`config.mk`:
```
export PLATFORM = sky130hd
export DESIGN_NAME = miss_ratio_dvfs_governor
export DESIGN_NICKNAME = d
export VERILOG_FILES = /design/src/design/mrdg_pkg.sv /design/src/design/mrdg_frac_div.sv /design/src/design/mrdg_datapath.sv /design/src/design/mrdg_ctrl.sv /design/src/design/miss_ratio_dvfs_governor.sv
export SDC_FILE = /design/constraint.sdc
export NUM_CORES = 2
export LEC_CHECK = 0
export BUFFER_PORTS_ARGS = -buffer_cell sky130_fd_sc_hd__buf_2
export CAP_MARGIN = 0
export CORE_MARGIN = 5
export CORE_UTILIZATION = 60
export CTS_CLUSTER_SIZE = 8
export DETAILED_ROUTE_END_ITERATION = 6
export GPL_TIMING_DRIVEN = 0
export PLACE_DENSITY = 0.77
export RECOVER_POWER = 25
export SETUP_SLACK_MARGIN = 0.4
export SLEW_MARGIN = 20
export SYNTH_ARGS = -nofsm -noshare
export SYNTH_HDL_FRONTEND = slang
export SYNTH_SLANG_ARGS = --single-unit
```
`constraint.sdc`:
```
create_clock -name clk_i -period 6.4 [get_ports clk_i]
set_input_delay 0.64 -clock clk_i [delete_from_list [all_inputs] [get_ports clk_i]]
set_output_delay 0.64 -clock clk_i [all_outputs]
set_load 0.01 [all_outputs]
```
`src/design/mrdg_pkg.sv`:
```
// Shared types, constants and helpers of the miss-ratio frequency governor.
`default_nettype none

package mrdg_pkg;

  // Field widths
  localparam int COUNT_W   = 48;
  localparam int FRAC_W    = 16;
  localparam int FREQ_W    = 24;
  localparam int STATUS_W  = 3;
  localparam int JUMP_W    = 5;
  localparam int WIN_CFG_W = 5;
  localparam int CFG_IDX_W = 3;
  localparam int CFG_DAT_W = 24;
  localparam int TH_W      = FRAC_W + 2;

  // Parameter defaults
  localparam int DEFAULT_WINDOW_MAX = 16;

  // Algorithm constants
  localparam logic [FRAC_W-1:0] JUMP_MARGIN = 16'd6554;
  localparam int JUMP_LIMIT     = 2;
  localparam int DEFAULT_WINDOW = 10;

  // Register reset values
  localparam logic [FRAC_W-1:0] RST_LOWER_THR = 16'd1966;
  localparam logic [FRAC_W-1:0] RST_UPPER_THR = 16'd5243;
  localparam logic [FRAC_W-1:0] RST_HYST_BAND = 16'd328;
  localparam logic [FREQ_W-1:0] RST_MAX_FREQ  = 24'd2400000;
  localparam logic [FREQ_W-1:0] RST_MID_FREQ  = 24'd1800000;
  localparam logic [FREQ_W-1:0] RST_MIN_FREQ  = 24'd1200000;

  // Register indexes
  localparam logic [CFG_IDX_W-1:0] CFG_LOWER_THR = 3'd0;
  localparam logic [CFG_IDX_W-1:0] CFG_UPPER_THR = 3'd1;
  localparam logic [CFG_IDX_W-1:0] CFG_HYST_BAND = 3'd2;
  localparam logic [CFG_IDX_W-1:0] CFG_MAX_FREQ  = 3'd3;
  localparam logic [CFG_IDX_W-1:0] CFG_MID_FREQ  = 3'd4;
  localparam logic [CFG_IDX_W-1:0] CFG_MIN_FREQ  = 3'd5;
  localparam logic [CFG_IDX_W-1:0] CFG_WINDOW    = 3'd6;

  // Result status codes
  localparam logic [STATUS_W-1:0] ST_IDLE       = 3'd0;
  localparam logic [STATUS_W-1:0] ST_FAST       = 3'd1;
  localparam logic [STATUS_W-1:0] ST_SMOOTH     = 3'd2;
  localparam logic [STATUS_W-1:0] ST_CHG_FAST   = 3'd3;
  localparam logic [STATUS_W-1:0] ST_CHG_SMOOTH = 3'd4;
  localparam logic [STATUS_W-1:0] ST_CHG_IDLE   = 3'd5;

  typedef struct packed {
    logic [COUNT_W-1:0] miss_count;
    logic [COUNT_W-1:0] instr_count;
    logic [COUNT_W-1:0] cycle_count;
  } in_item_t;

  typedef struct packed {
    logic [FREQ_W-1:0]   freq_khz;
    logic                freq_changed;
    logic [STATUS_W-1:0] status;
    logic [FRAC_W-1:0]   ratio_now;
    logic [FRAC_W-1:0]   ratio_average;
    logic [JUMP_W-1:0]   jump_count;
  } out_item_t;

  typedef enum logic [1:0] {
    RD_POS,
    RD_NB,
    RD_NW
  } rd_sel_e;

  typedef struct packed {
    logic    load_in;
    rd_sel_e rd_sel;
    logic    cap_old;
    logic    cap_nb;
    logic    cap_nw;
    logic    div_start;
    logic    div_avg;
    logic    load_ratio;
    logic    update;
    logic    load_avg;
    logic    decide;
    logic    commit;
  } dp_cmd_t;

  typedef struct packed {
    logic idle_item;
    logic div_done;
  } dp_stat_t;

  function automatic logic is_jump(logic [FRAC_W-1:0] a, logic [FRAC_W-1:0] b);
    logic [FRAC_W-1:0] d;
    d = (a > b) ? (a - b) : (b - a);
    return d > JUMP_MARGIN;
  endfunction

endpackage

`default_nettype wire

```
`src/design/mrdg_frac_div.sv`:
```
// Shared iterative fraction divider: 16 quotient bits of num/den, one per cycle.
`default_nettype none

module mrdg_frac_div
  import mrdg_pkg::*;
#(
  parameter int DIV_W = COUNT_W
) (
  input  wire logic              clk_i,
  input  wire logic              rst_ni,
  input  wire logic              start_i,
  input  wire logic [DIV_W-1:0]  num_i,
  input  wire logic [DIV_W-1:0]  den_i,
  output logic                   done_o,
  output logic [FRAC_W-1:0]      quot_o
);

  localparam int CNT_W = $clog2(FRAC_W);
  localparam logic [CNT_W-1:0] LAST = CNT_W'(FRAC_W - 1);

  logic [DIV_W-1:0]  rem_q, den_q;
  logic [FRAC_W-1:0] quot_q;
  logic [CNT_W-1:0]  cnt_q;
  logic              busy_q, done_q;
  logic [DIV_W:0]    two_rem, diff;
  logic              ge;

  always_comb begin
    two_rem = {rem_q, 1'b0};
    diff    = two_rem - {1'b0, den_q};
    ge      = two_rem >= {1'b0, den_q};
  end

  always_ff @(posedge clk_i or negedge rst_ni) begin
    if (!rst_ni) begin
      busy_q <= 1'b0;
      done_q <= 1'b0;
      cnt_q  <= '0;
    end else begin
      done_q <= busy_q && (cnt_q == LAST);
      if (start_i) begin
        busy_q <= 1'b1;
        cnt_q  <= '0;
      end else if (busy_q) begin
        cnt_q <= cnt_q + 1'b1;
        if (cnt_q == LAST) begin
          busy_q <= 1'b0;
        end
      end
    end
  end

  always_ff @(posedge clk_i) begin
    if (start_i) begin
      rem_q  <= num_i;
      den_q  <= den_i;
      quot_q <= '0;
    end else if (busy_q) begin
      rem_q  <= ge ? DIV_W'(diff) : DIV_W'(two_rem);
      quot_q <= {quot_q[FRAC_W-2:0], ge};
    end
  end

  assign done_o = done_q;
  assign quot_o = quot_q;

endmodule

`default_nettype wire

```
`src/design/mrdg_datapath.sv`:
```
// Datapath: configuration registers, ratio history, running sum, jump count and decision.
`default_nettype none

module mrdg_datapath
  import mrdg_pkg::*;
#(
  parameter int WINDOW_MAX = DEFAULT_WINDOW_MAX
) (
  input  wire logic                  clk_i,
  input  wire logic                  rst_ni,
  input  wire logic                  cfg_we_i,
  input  wire logic [CFG_IDX_W-1:0]  cfg_index_i,
  input  wire logic [CFG_DAT_W-1:0]  cfg_data_i,
  input  wire in_item_t              in_data_i,
  input  wire dp_cmd_t               cmd_i,
  output dp_stat_t                   stat_o,
  output out_item_t                  out_data_o
);

  localparam int WIN_EFF = (WINDOW_MAX < 31) ? WINDOW_MAX : 31;
  localparam int AW      = $clog2(WIN_EFF);
  localparam int WIN_W   = $clog2(WIN_EFF + 1);
  localparam int SUM_W   = $clog2(WIN_EFF * 65535 + 1);
  localparam int DIV_W   = (COUNT_W > WIN_W + FRAC_W) ? COUNT_W : WIN_W + FRAC_W;
  localparam int TS_W    = WIN_W + 2;
  localparam logic [WIN_W-1:0] W_RST =
    WIN_W'((DEFAULT_WINDOW > WIN_EFF) ? WIN_EFF : DEFAULT_WINDOW);
  localparam logic [WIN_W-1:0] W_MAX = WIN_W'(WIN_EFF);

  // Configuration
  logic [FRAC_W-1:0] lower_thr_q, upper_thr_q, hyst_q;
  logic [FREQ_W-1:0] max_freq_q, mid_freq_q, min_freq_q;
  logic [WIN_W-1:0]  win_q, win_wr;
  logic [WIN_CFG_W-1:0] win_raw;

  // History state
  logic [FRAC_W-1:0] hist_mem [WIN_EFF];
  logic [WIN_EFF-1:0] hist_vld_q;
  logic [SUM_W-1:0]  sum_q;
  logic [AW-1:0]     pos_q;
  logic              full_q;
  logic [WIN_W-1:0]  trans_q;
  logic [FREQ_W-1:0] cur_freq_q;

  // Per-item working registers
  in_item_t          in_q;
  logic [FRAC_W-1:0] rdata_q, old_q, nb_q, nw_q, ratio_q, avg_q;
  logic [FREQ_W-1:0] next_q;
  logic              fast_q;
  out_item_t         res_q;

  logic [AW-1:0]     rd_addr, nb_addr, nw_addr;
  logic [WIN_W-1:0]  pos_inc, count;
  logic              idle_item, sat, jump_dec, jump_inc, win_wrap;
  logic signed [TS_W-1:0] trans_sum;
  logic [WIN_W-1:0]  trans_d;
  logic [SUM_W-1:0]  sum_d;
  logic [DIV_W-1:0]  div_num, div_den;
  logic              div_done;
  logic [FRAC_W-1:0] div_quot;
  logic              fast;
  logic [FRAC_W-1:0] eff;
  logic signed [TH_W-1:0] e_s, up_hi, lo_lo, lo_hi, up_lo;
  logic [FREQ_W-1:0] next_d, fin_freq;
  logic              changed;
  logic [STATUS_W-1:0] status;

  // Window length write: zero means the default, clamp at the ring size
  always_comb begin
    win_raw = cfg_data_i[WIN_CFG_W-1:0];
    if (win_raw == '0) begin
      win_wr = W_RST;
    end else if (32'(win_raw) > WIN_EFF) begin
      win_wr = W_MAX;
    end else begin
      win_wr = WIN_W'(win_raw);
    end
  end

  always_comb begin
    idle_item = (in_q.instr_count == '0) || (in_q.cycle_count == '0);
    sat       = in_q.miss_count >= in_q.instr_count;

    pos_inc  = WIN_W'(pos_q) + 1'b1;
    win_wrap = pos_inc >= win_q;
    nb_addr  = win_wrap ? '0 : AW'(pos_inc);
    nw_addr  = (pos_q == '0) ? AW'(win_q - 1'b1) : pos_q - 1'b1;

    case (cmd_i.rd_sel)
      RD_POS:  rd_addr = pos_q;
      RD_NB:   rd_addr = nb_addr;
      RD_NW:   rd_addr = nw_addr;
      default: rd_addr = pos_q;
    endcase

    // Retire the jump leaving the window, add the one entering it
    jump_dec  = full_q && is_jump(old_q, nb_q);
    jump_inc  = (full_q || (pos_q != '0)) && is_jump(ratio_q, nw_q);
    trans_sum = $signed(TS_W'(trans_q)) + $signed(TS_W'(jump_inc))
              - $signed(TS_W'(jump_dec));
    if (trans_sum < 0) begin
      trans_d = '0;
    end else if (trans_sum > $signed(TS_W'(WIN_EFF))) begin
      trans_d = W_MAX;
    end else begin
      trans_d = WIN_W'(trans_sum);
    end
    sum_d = sum_q - SUM_W'(old_q) + SUM_W'(ratio_q);

    count = full_q ? win_q : WIN_W'(pos_q);
    if (count == '0) begin
      count = WIN_W'(1);
    end

    if (cmd_i.div_avg) begin
      div_num = DIV_W'(sum_q);
      div_den = DIV_W'({count, {FRAC_W{1'b0}}});
    end else begin
      div_num = DIV_W'(in_q.miss_count);
      div_den = DIV_W'(in_q.instr_count);
    end
  end

  mrdg_frac_div #(
    .DIV_W (DIV_W)
  ) u_div (
    .clk_i   (clk_i),
    .rst_ni  (rst_ni),
    .start_i (cmd_i.div_start),
    .num_i   (div_num),
    .den_i   (div_den),
    .done_o  (div_done),
    .quot_o  (div_quot)
  );

  // Threshold decision with hysteresis; dead zones hold the frequency
  always_comb begin
    fast  = 32'(trans_q) <= JUMP_LIMIT;
    eff   = fast ? ratio_q : avg_q;
    e_s   = $signed(TH_W'(eff));
    up_hi = $signed(TH_W'(upper_thr_q)) + $signed(TH_W'(hyst_q));
    up_lo = $signed(TH_W'(upper_thr_q)) - $signed(TH_W'(hyst_q));
    lo_hi = $signed(TH_W'(lower_thr_q)) + $signed(TH_W'(hyst_q));
    lo_lo = $signed(TH_W'(lower_thr_q)) - $signed(TH_W'(hyst_q));
    next_d = cur_freq_q;
    if (e_s > up_hi) begin
      next_d = min_freq_q;
    end else if (e_s < lo_lo) begin
      next_d = max_freq_q;
    end else if ((e_s >= lo_hi) && (e_s <= up_lo)) begin
      next_d = mid_freq_q;
    end
  end

  always_comb begin
    fin_freq = idle_item ? min_freq_q : next_q;
    changed  = fin_freq != cur_freq_q;
    if (idle_item) begin
      status = changed ? ST_CHG_IDLE : ST_IDLE;
    end else if (fast_q) begin
      status = changed ? ST_CHG_FAST : ST_FAST;
    end else begin
      status = changed ? ST_CHG_SMOOTH : ST_SMOOTH;
    end
  end

  // Control state
  always_ff @(posedge clk_i or negedge rst_ni) begin
    if (!rst_ni) begin
      lower_thr_q <= RST_LOWER_THR;
      upper_thr_q <= RST_UPPER_THR;
      hyst_q      <= RST_HYST_BAND;
      max_freq_q  <= RST_MAX_FREQ;
      mid_freq_q  <= RST_MID_FREQ;
      min_freq_q  <= RST_MIN_FREQ;
      win_q       <= W_RST;
      hist_vld_q  <= '0;
      sum_q       <= '0;
      pos_q       <= '0;
      full_q      <= 1'b0;
      trans_q     <= '0;
      cur_freq_q  <= RST_MID_FREQ;
    end else begin
      if (cfg_we_i) begin
        case (cfg_index_i)
          CFG_LOWER_THR: lower_thr_q <= cfg_data_i[FRAC_W-1:0];
          CFG_UPPER_THR: upper_thr_q <= cfg_data_i[FRAC_W-1:0];
          CFG_HYST_BAND: hyst_q      <= cfg_data_i[FRAC_W-1:0];
          CFG_MAX_FREQ:  max_freq_q  <= cfg_data_i[FREQ_W-1:0];
          CFG_MID_FREQ:  mid_freq_q  <= cfg_data_i[FREQ_W-1:0];
          CFG_MIN_FREQ:  min_freq_q  <= cfg_data_i[FREQ_W-1:0];
          CFG_WINDOW: begin
            // Drop the whole history
            win_q      <= win_wr;
            hist_vld_q <= '0;
            sum_q      <= '0;
            pos_q      <= '0;
            full_q     <= 1'b0;
            trans_q    <= '0;
          end
          default: ;
        endcase
      end
      if (cmd_i.update) begin
        hist_vld_q[pos_q] <= 1'b1;
        sum_q             <= sum_d;
        trans_q           <= trans_d;
        if (win_wrap) begin
          pos_q  <= '0;
          full_q <= 1'b1;
        end else begin
          pos_q <= AW'(pos_inc);
        end
      end
      if (cmd_i.commit) begin
        cur_freq_q <= fin_freq;
      end
    end
  end

  // History memory and working registers
  always_ff @(posedge clk_i) begin
    rdata_q <= hist_vld_q[rd_addr] ? hist_mem[rd_addr] : '0;
    if (cmd_i.update) begin
      hist_mem[pos_q] <= ratio_q;
    end
    if (cmd_i.load_in) begin
      in_q <= in_data_i;
    end
    if (cmd_i.cap_old) begin
      old_q <= rdata_q;
    end
    if (cmd_i.cap_nb) begin
      nb_q <= rdata_q;
    end
    if (cmd_i.cap_nw) begin
      nw_q <= rdata_q;
    end
    if (cmd_i.load_ratio) begin
      ratio_q <= sat ? {FRAC_W{1'b1}} : div_quot;
    end
    if (cmd_i.load_avg) begin
      avg_q <= div_quot;
    end
    if (cmd_i.decide) begin
      next_q <= next_d;
      fast_q <= fast;
    end
    if (cmd_i.commit) begin
      res_q.freq_khz      <= fin_freq;
      res_q.freq_changed  <= changed;
      res_q.status        <= status;
      res_q.ratio_now     <= idle_item ? '0 : ratio_q;
      res_q.ratio_average <= idle_item ? '0 : avg_q;
      res_q.jump_count    <= JUMP_W'(trans_q);
    end
  end

  assign stat_o.idle_item = idle_item;
  assign stat_o.div_done  = div_done;
  assign out_data_o       = res_q;

endmodule

`default_nettype wire

```
`src/design/mrdg_ctrl.sv`:
```
// Controller: sequences reads, divisions, update, decision and result handoff.
`default_nettype none

module mrdg_ctrl
  import mrdg_pkg::*;
(
  input  wire logic     clk_i,
  input  wire logic     rst_ni,
  input  wire logic     in_valid_i,
  output logic          in_ready_o,
  output logic          out_valid_o,
  input  wire logic     out_ready_i,
  input  wire dp_stat_t stat_i,
  output dp_cmd_t       cmd_o
);

  typedef enum logic [3:0] {
    S_IDLE,
    S_CLASSIFY,
    S_RD_NB,
    S_RD_NW,
    S_CAP_NW,
    S_DIV_RATIO,
    S_UPDATE,
    S_AVG_START,
    S_DIV_AVG,
    S_DECIDE,
    S_COMMIT
  } state_e;

  state_e state_q, state_d;
  logic   out_valid_q;

  always_comb begin
    cmd_o   = '0;
    cmd_o.rd_sel = RD_POS;
    state_d = state_q;
    case (state_q)
      S_IDLE: begin
        cmd_o.load_in = in_valid_i;
        if (in_valid_i) begin
          state_d = S_CLASSIFY;
        end
      end
      S_CLASSIFY: begin
        state_d = stat_i.idle_item ? S_COMMIT : S_RD_NB;
      end
      S_RD_NB: begin
        cmd_o.rd_sel  = RD_NB;
        cmd_o.cap_old = 1'b1;
        state_d       = S_RD_NW;
      end
      S_RD_NW: begin
        cmd_o.rd_sel = RD_NW;
        cmd_o.cap_nb = 1'b1;
        state_d      = S_CAP_NW;
      end
      S_CAP_NW: begin
        cmd_o.cap_nw    = 1'b1;
        cmd_o.div_start = 1'b1;
        state_d         = S_DIV_RATIO;
      end
      S_DIV_RATIO: begin
        if (stat_i.div_done) begin
          cmd_o.load_ratio = 1'b1;
          state_d          = S_UPDATE;
        end
      end
      S_UPDATE: begin
        cmd_o.update = 1'b1;
        state_d      = S_AVG_START;
      end
      S_AVG_START: begin
        cmd_o.div_avg   = 1'b1;
        cmd_o.div_start = 1'b1;
        state_d         = S_DIV_AVG;
      end
      S_DIV_AVG: begin
        if (stat_i.div_done) begin
          cmd_o.load_avg = 1'b1;
          state_d        = S_DECIDE;
        end
      end
      S_DECIDE: begin
        cmd_o.decide = 1'b1;
        state_d      = S_COMMIT;
      end
      S_COMMIT: begin
        // Hold until the output register is free
        cmd_o.commit = !out_valid_q || out_ready_i;
        if (cmd_o.commit) begin
          state_d = S_IDLE;
        end
      end
      default: state_d = S_IDLE;
    endcase
  end

  always_ff @(posedge clk_i or negedge rst_ni) begin
    if (!rst_ni) begin
      state_q     <= S_IDLE;
      out_valid_q <= 1'b0;
    end else begin
      state_q <= state_d;
      if (cmd_o.commit) begin
        out_valid_q <= 1'b1;
      end else if (out_ready_i) begin
        out_valid_q <= 1'b0;
      end
    end
  end

  assign in_ready_o  = state_q == S_IDLE;
  assign out_valid_o = out_valid_q;

endmodule

`default_nettype wire

```
`src/design/miss_ratio_dvfs_governor.sv`:
```
// One interval is processed at a time; an idle interval skips the divisions and goes straight
// to the result. Any other interval makes two 16-step passes through the one shared fraction
// divider (miss ratio, then window average).
// A new input is taken while the previous result still waits in the output register.
// Reset: registers to defaults, history entries marked empty at once, frequency to mid.
`default_nettype none

module miss_ratio_dvfs_governor
  import mrdg_pkg::*;
#(
  parameter int WINDOW_MAX = DEFAULT_WINDOW_MAX
) (
  input  wire logic                  clk_i,
  input  wire logic                  rst_ni,
  input  wire logic                  in_valid_i,
  output logic                       in_ready_o,
  input  wire in_item_t              in_data_i,
  output logic                       out_valid_o,
  input  wire logic                  out_ready_i,
  output out_item_t                  out_data_o,
  input  wire logic                  cfg_valid_i,
  output logic                       cfg_ready_o,
  input  wire logic [CFG_IDX_W-1:0]  cfg_index_i,
  input  wire logic [CFG_DAT_W-1:0]  cfg_data_i
);

  dp_cmd_t  cmd;
  dp_stat_t stat;

  assign cfg_ready_o = 1'b1;

  mrdg_ctrl u_ctrl (
    .clk_i       (clk_i),
    .rst_ni      (rst_ni),
    .in_valid_i  (in_valid_i),
    .in_ready_o  (in_ready_o),
    .out_valid_o (out_valid_o),
    .out_ready_i (out_ready_i),
    .stat_i      (stat),
    .cmd_o       (cmd)
  );

  mrdg_datapath #(
    .WINDOW_MAX (WINDOW_MAX)
  ) u_dp (
    .clk_i       (clk_i),
    .rst_ni      (rst_ni),
    .cfg_we_i    (cfg_valid_i && cfg_ready_o),
    .cfg_index_i (cfg_index_i),
    .cfg_data_i  (cfg_data_i),
    .in_data_i   (in_data_i),
    .cmd_i       (cmd),
    .stat_o      (stat),
    .out_data_o  (out_data_o)
  );

endmodule

`default_nettype wire

```
=== Word-level counts from Yosys, hierarchy flattened ===
Memories as Yosys holds them, arrays and structs flattened. A register that Yosys moved wholly into a read port is not among the register bits.
Cells that the tools add are included.
Widths: inputs -> output; s select.

* Bitwise operators: 1
* Equal/unequal tests: 24
* Add/subtract/negate cells: 17
* Multiply operators: 0
* Shift-type cells: 0
* Magnitude comparators: 18
* Multiplexer cells: 74
* Divide/modulo/power cells: 0
* Reductions and logical operators: 32

{| class="wikitable"
|+ Operators with widths
! cell !! number
|-
| $mux 48 || 4
|-
| $logic_not 48->1 || 2
|-
| $mux 16 || 6
|-
| $mux 24 || 4
|-
| $sub 16x16->16 || 4
|-
| $mux 20 || 3
|-
| $ge 49x48->1 || 1
|-
| $ge 48x48->1 || 1
|-
| $mux 4 || 12
|-
| $sub 48x48->48 || 1
|-
| $mux 5 || 9
|-
| $pmux 4 s11 || 1
|-
| $add 16x16->17 || 2
|-
| $sub 16x16->17 || 2
|-
| $gt 16x13->1 const B || 2
|-
| $gt 16x16->1 || 2
|-
| $mux 1 || 25
|-
| $ne 24x24->1 || 1
|-
| $mux 21 || 1
|-
| $add 20x16->20 || 1
|-
| $sub 20x16->20 || 1
|-
| $ge 17x18->1 || 1
|-
| $gt 17x18->1 || 1
|-
| $le 17x18->1 || 1
|-
| 42 further kinds || 78
|}

* Memories kept: 1
* RAM bits: 256
* Output and inout port bits: 68
* Bits in latches: 0
* Bits in read-only memories: 0
* Register bits: 632

{| class="wikitable"
|+ Memory list
! memory !! depth !! bits a word !! read ports !! clocked after memory_dff !! wr ports !! RTL line !! text
|-
| u_dp.hist_mem || 16 || 16 || 1 || 1 || 1 || mrdg_datapath.sv:37 || <nowiki>logic [FRAC_W-1:0] hist_mem [WIN_EFF];</nowiki>
|}

=== Depth between registers and ports, before layout ===
* Word-level depth: 10
* Gate-level depth with buffers: 28
* Depth with buffers taken out: 27

=== Modules after synthesis ===
A second synthesis with hierarchy kept.

* Cell total of the unflattened synthesis: 4,354
* Area, all modules: 49,698.9 um2

{| class="wikitable"
|+ By module, submodules not included
! module !! instances !! area an instance (um2) !! cells an instance
|-
| mrdg_datapath || 1 || 41,253.3 || 3,468
|-
| mrdg_frac_div || 1 || 7,965.1 || 832
|-
| mrdg_ctrl || 1 || 469.2 || 52
|-
| miss_ratio_dvfs_governor || 1 || 11.3 || 2
|}

=== Worst setup path before layout ===
No wires, ideal clock.

* Kind: register -> register
* From: register u_dp.trans_q[2]
* To: register u_dp.next_q[10], data pin
* Data arrival time: 4.962 ns
* Buffers on the path: 2
* Setup slack: 1.258 ns
* Stages on the path, launching flop included: 21
* Cell sequence: dfrtp_1 > inv_1 > ha_1 > inv_1 > o41ai_1 > clkbuf_1 > mux2_2 > ha_1 > a21o_1 > a21o_1 > a21o_1 > a21o_1 > a221oi_1 > a41oi_1 > nor4_1 > o21ai_0 > a21oi_1 > o31ai_4 > buf_4 > mux2i_1 > a221oi_1

* Cells in the longest elaborated chain, start to end: 7
* Elaborated cells between the ends (all ways): 10

{| class="wikitable"
|+ Ends and longest elaborated chain
! element !! RTL line !! text
|-
| from (decl) || mrdg_datapath.sv:42 || <nowiki>logic [WIN_W-1:0] trans_q;</nowiki>
|-
| from (signal assigned) || mrdg_datapath.sv:207 || <nowiki>trans_q <= trans_d;</nowiki>
|-
| $le 5x2->1 (*) || mrdg_datapath.sv:138 || <nowiki>fast = 32'(trans_q) <= JUMP_LIMIT;</nowiki>
|-
| named net u_dp.fast || mrdg_datapath.sv:61 || <nowiki>logic fast;</nowiki>
|-
| $mux 16 (*) || mrdg_datapath.sv:139 || <nowiki>eff = fast ? ratio_q : avg_q;</nowiki>
|-
| $ge 17x18->1 or $le 17x18->1 (tied branches) || mrdg_datapath.sv:150 || <nowiki>end else if ((e_s >= lo_hi) && (e_s <= up_lo)) begin</nowiki>
|-
| $logic_and 1x1->1 || mrdg_datapath.sv:150 ||
|-
| $mux 24 || mrdg_datapath.sv:150 ||
|-
| $mux 24 || mrdg_datapath.sv:148 || <nowiki>end else if (e_s < lo_lo) begin</nowiki>
|-
| $mux 24 (*) || mrdg_datapath.sv:146 || <nowiki>if (e_s > up_hi) begin</nowiki>
|-
| named net u_dp.next_d[10] || mrdg_datapath.sv:64 || <nowiki>logic [FREQ_W-1:0] next_d, fin_freq;</nowiki>
|-
| to (signal assigned) || mrdg_datapath.sv:246 || <nowiki>next_q <= next_d;</nowiki>
|-
| to (decl) || mrdg_datapath.sv:48 || <nowiki>logic [FREQ_W-1:0] next_q;</nowiki>
|}

The timed path passes the listed nets; every way through them passes the cells marked *.
A chain may end at the register's enable or synchronous reset.

=== Final worst setup path ===
* From: register u_dp.ratio_q[12]
* To: register u_dp.trans_q[1]

* Cells in the longest elaborated chain, start to end: 10
* Elaborated cells between the ends (all ways): 13

{| class="wikitable"
|+ Ends and longest elaborated chain
! element !! RTL line !! text
|-
| from (decl) || mrdg_datapath.sv:47 || <nowiki>logic [FRAC_W-1:0] rdata_q, old_q, nb_q, nw_q, ratio_q, avg_q;</nowiki>
|-
| from (signal assigned) || mrdg_datapath.sv:240 || <nowiki>ratio_q <= sat ? {FRAC_W{1'b1}} : div_quot;</nowiki>
|-
| $sub 16x16->16 or $gt 16x16->1 (tied branches) || mrdg_pkg.sv:93 || <nowiki>d = (a > b) ? (a - b) : (b - a);</nowiki>
|-
| $mux 16 (*) || mrdg_pkg.sv:93 ||
|-
| $gt 16x13->1 (*) || mrdg_pkg.sv:94 || <nowiki>return d > JUMP_MARGIN;</nowiki>
|-
| $logic_and 1x1->1 (*) || mrdg_datapath.sv:98 || <nowiki>jump_inc = (full_q || (pos_q != '0)) && is_jump(ratio_q, nw_q);</nowiki>
|-
| $add 5x1->6 (*) || mrdg_datapath.sv:99 || <nowiki>trans_sum = $signed(TS_W'(trans_q)) + $signed(TS_W'(jump_inc))</nowiki>
|-
| $sub 6x1->7 (*) || mrdg_datapath.sv:100 || <nowiki>- $signed(TS_W'(jump_dec));</nowiki>
|-
| $gt 7x6->1 || mrdg_datapath.sv:103 || <nowiki>end else if (trans_sum > $signed(TS_W'(WIN_EFF))) begin</nowiki>
|-
| $mux 5 || mrdg_datapath.sv:103 ||
|-
| $mux 5 (*) || mrdg_datapath.sv:101 || <nowiki>if (trans_sum < 0) begin</nowiki>
|-
| $mux 5 (*) || mrdg_datapath.sv:204 || <nowiki>if (cmd_i.update) begin</nowiki>
|}

Every way passes the cells marked *; elsewhere a longest branch is shown, timed or not.

==> impl_metrics.csv <==
group,metric,value,unit
pwr,p_comb_frac,0.465,
route,antenna_left,0,
clock_tree,clock_latency,0.74,ns
clock_tree,cts-root-buf,"clkbuf_16",
place,routabilityCongestion,0.9640,
synth,synth_nets,4736,
outcome,violations,"max-capacitance violations, max-slew violations",
synth,syn_area_per_cell,11.42,µm²
synth,synth_top_area_frac,0.4166,
cells_and_area,fin_nets,5152,
route,drt_pass1_iterations,5,
synth,ys_ff_latch,904,
route,drc,0,
synth,synth_commonest_cells,"666 x edfxtp_1, 354 x inv_1, 329 x ha_1, 301 x nand2_1, 238 x nor2_1",
timing,period_share,0.9153,
route,vias_per_cell,6.126,
pwr,p_sw,11.46,mW
outcome,outcome,"finished with violations",
synth,async_flop_share,0.2279,
clock_tree,cts_made_buffers,131,
clock_tree,clk_path_buf_depth,3,
cells_and_area,syn2layout_area_growth,14.87,%
clock_tree,cts.sinks,904,
synth,ys_types,83,
synth,synthFlopType,"edfxtp_1",
global_route,grt_pass1_vias,34950,
synth,netlist_instances,4205,
cells_and_area,final_area,55140,µm²
place,pre_cts_ws,-0.2750,ns
route,vias,35340,
pwr,internal-power,16.81,mW
pwr,pwr-share-clk,0.233,
floorplan,initial_core_util,0.6066,
place,placed_area,50880,µm²
flow_run,drv_cap,1,
clock_tree,path_clk_slew,0.06,ns
timing,finalHoldViolations,0,
pwr,seqPwrFrac,0.303,
route,drt_iter0_markers,3295,
global_route,grt.overflow.total,0,
floorplan,die_h,292.8,µm
clock_tree,h-tree-depth,4,
synth,synth_edf_count,666,
worst_setup_path,cp_data_required_time,7.02,ns
pwr,p_leak,23.01,nW
hold_path,worstHoldPathType,"in2reg",
timing,fin_skew,0.04901,ns
global_route,track_usage,0.3024,
timing,fin_tns_setup,0,ns
timing,finalMaxSlewViolations,71,
pwr,p_sw_frac,0.4054,
worst_setup_path,cp_max_fo,18,
timing,setup_violations,0,
timing,fmax,170.7,MHz
floorplan,die_w,292.8,µm
synth,synth_area_leaders,"edfxtp_1 42%, ha_1 8.6%, dfrtp_1 7.7%",
timing,setup_slack,0.5421,ns
pwr,power_density,512.6,nW/µm²
worst_setup_path,r2r_setup_slack,0.54,ns
timing,min_period,5.858,ns
cells_and_area,drive_gt1_frac,0.1513,
timing,tightestPinTransition,4.121,ns
place,portBuffers,239,
synth,syn_area,48000,µm²
timing,slew_headroom,-1.747,
global_route,grt_pass1_wl,201.7,mm
place,place_hpwl,95.17,mm
synth,synth_most_common_cell,"edfxtp_1",
floorplan,pin_count,244,
global_route,antenna_found_initial,8,
floorplan,rows,103,
timing,rsz0062_at_grt,"no",
worst_setup_path,critPathLaunchType,"register",
worst_setup_path,crit_arrival,6.48,ns
pwr,vdd_drop_max,303.3,µV
synth,yosysWarnings,0,
clock_tree,cts_tree,"built",
cells_and_area,fin_util,0.6968,
route,drt_wl_total,133.0,mm
synth,synth_top_area_cell,"edfxtp_1",
pwr,power,28.26,mW
route,wire_per_inst,23.05,µm
synth,ys_seq_area_frac,0.5389,
worst_setup_path,path_class,"reg2reg",
floorplan,die_area,85760,µm²
floorplan,coreArea,79130,µm²
global_route,grt_max_degree,79,
worst_setup_path,endpoint_kind,"register",
[final cells by class]
class / count / area (µm²)
tap: 1050 / 1314
clock inverter: 17 / 406.6
clock buffer: 206 / 3560
timing repair buffer: 283 / 1682
multi-input combinational: 2761 / 20180
antenna: 7 / 17.52
buffer: 183 / 772.0
inverter: 357 / 1340
sequential: 904 / 25870
fill: 5765 / 23990
[stage by stage]
step | instances | hold slack, ns
2_1_floorplan | 4205 | 0.3444
3_3_place_gp | 5494 | 0.4478
3_5_place_dp | 5510 | 0.4583
4_1_cts | 5746 | 0.04000
5_1_grt | 5763 | 0.04987
6_report | 5768 | 0.07277
[power by group through the flow]
stage | clock [mW] | combinational (mW) | sequential [mW]
finish | 6.57 | 13.1 | 8.56
global route | 6.92 | 14.4 | 8.64
CTS | 6.63 | 12.9 | 8.54
detailed placement | 0 | 12.7 | 8.62
global placement | 0 | 12.3 | 8.68
floorplan | 0 | 9.18 | 8.41
[path summary, 6_finish.rpt]
kind                                        from                   to  depth (start not counted)
min in group asynchronous                 rst_ni  u_dp.mid_freq_q[15]                          2
max in group asynchronous                 rst_ni       u_dp.hyst_q[1]                          2
worst max-delay path            u_dp.ratio_q[12]      u_dp.trans_q[1]                         22
worst min register to register   u_dp.rdata_q[3]         u_dp.nb_q[3]                          0
worst min-delay path               in_data_i[59]        u_dp.in_q[59]                          1
worst max register to register  u_dp.ratio_q[12]      u_dp.trans_q[1]                         22
[state kept, by name (all words and copies together) (netlist names), 20 cells and up]
| signal | cells |
|---|---|
| u_dp.hist_mem | 256 |
| u_dp.mid_freq_q | 24 |
| u_dp.u_div.den_q | 48 |
| u_dp.in_q | 144 |
| u_dp.next_q | 24 |
| u_dp.out_data_o | 65 |
| u_dp.min_freq_q | 24 |
| u_dp.u_div.rem_q | 48 |
| u_dp.max_freq_q | 24 |
| u_dp.cur_freq_q | 24 |
| u_dp.sum_q | 20 |
[layout by cell type, fill, tap and decap left out, drive strengths merged, types with 151 or more instances in the layout]
cell    instances
edfxtp        666
clkbuf        372
inv           358
ha            329
nand2         301
buf           299
nor2          238
a21oi         216
o21ai         209
mux2          151
[layer usage]
| layer | up-vias | GRT usage | share of wire |
|---|---|---|---|
| li1 | 16160 | - | - |
| met1 | 17350 | 0.4119 | 0.41 |
| met2 | 1560 | 0.4911 | 0.47 |
| met3 | 263 | 0.05960 | 0.085 |
| met4 | 2 | 0.1052 | 0.035 |
| met5 | - | 0 | 0.000053 |
[worst max-delay path, cell delays in order (launching register included)]
cell and delay (ns):
edfxtp_1 0.51, clkbuf_1 0.93, ha_1 0.36, a21o_1 0.13
a21o_1 0.11, a21oi_1 0.09, o21a_1 0.19, a21oi_4 0.34
clkbuf_4 0.34, mux2_2 0.38, a21oi_1 0.16, xnor2_1 0.08
a31oi_1 0.25, a21oi_1 0.08, o22a_1 0.22, ha_1 0.23
fa_1 0.40, a21oi_1 0.15, nor2_1 0.05, nor2_1 0.15
o21ai_0 0.12, and2_1 0.21, a32o_1 0.26
[cell families (layout without fill, tap and decap cells)]
| logic type | Yosys count | after routing | share of synthesized area |
|---|---|---|---|
| AOI/OAI and AO/OA | 931 | 931 | 0.1280 |
| xor gates and xnor gates | 161 | 161 | 0.02938 |
| adders and majority gates | 355 | 355 | 0.09660 |
| buffers and inverters | 540 | 1046 | 0.04358 |
| DFF | 904 | 904 | 0.5389 |
| muxes | 257 | 257 | 0.05768 |
| other | 1 | 8 | 0.00007812 |
| and+or+nand+nor | 1056 | 1056 | 0.1058 |
[timing repair]
item                                    4_1_cts  5_1_grt
pin swaps                                     1        2
gates resized for setup                      10       22
endpoints found under the setup margin       29       27
hold endpoints to repair                     46        0
buffers inserted                             12       15
hold buffers                                  1        0
No activity file was read; power rests on OpenSTA's default activity.
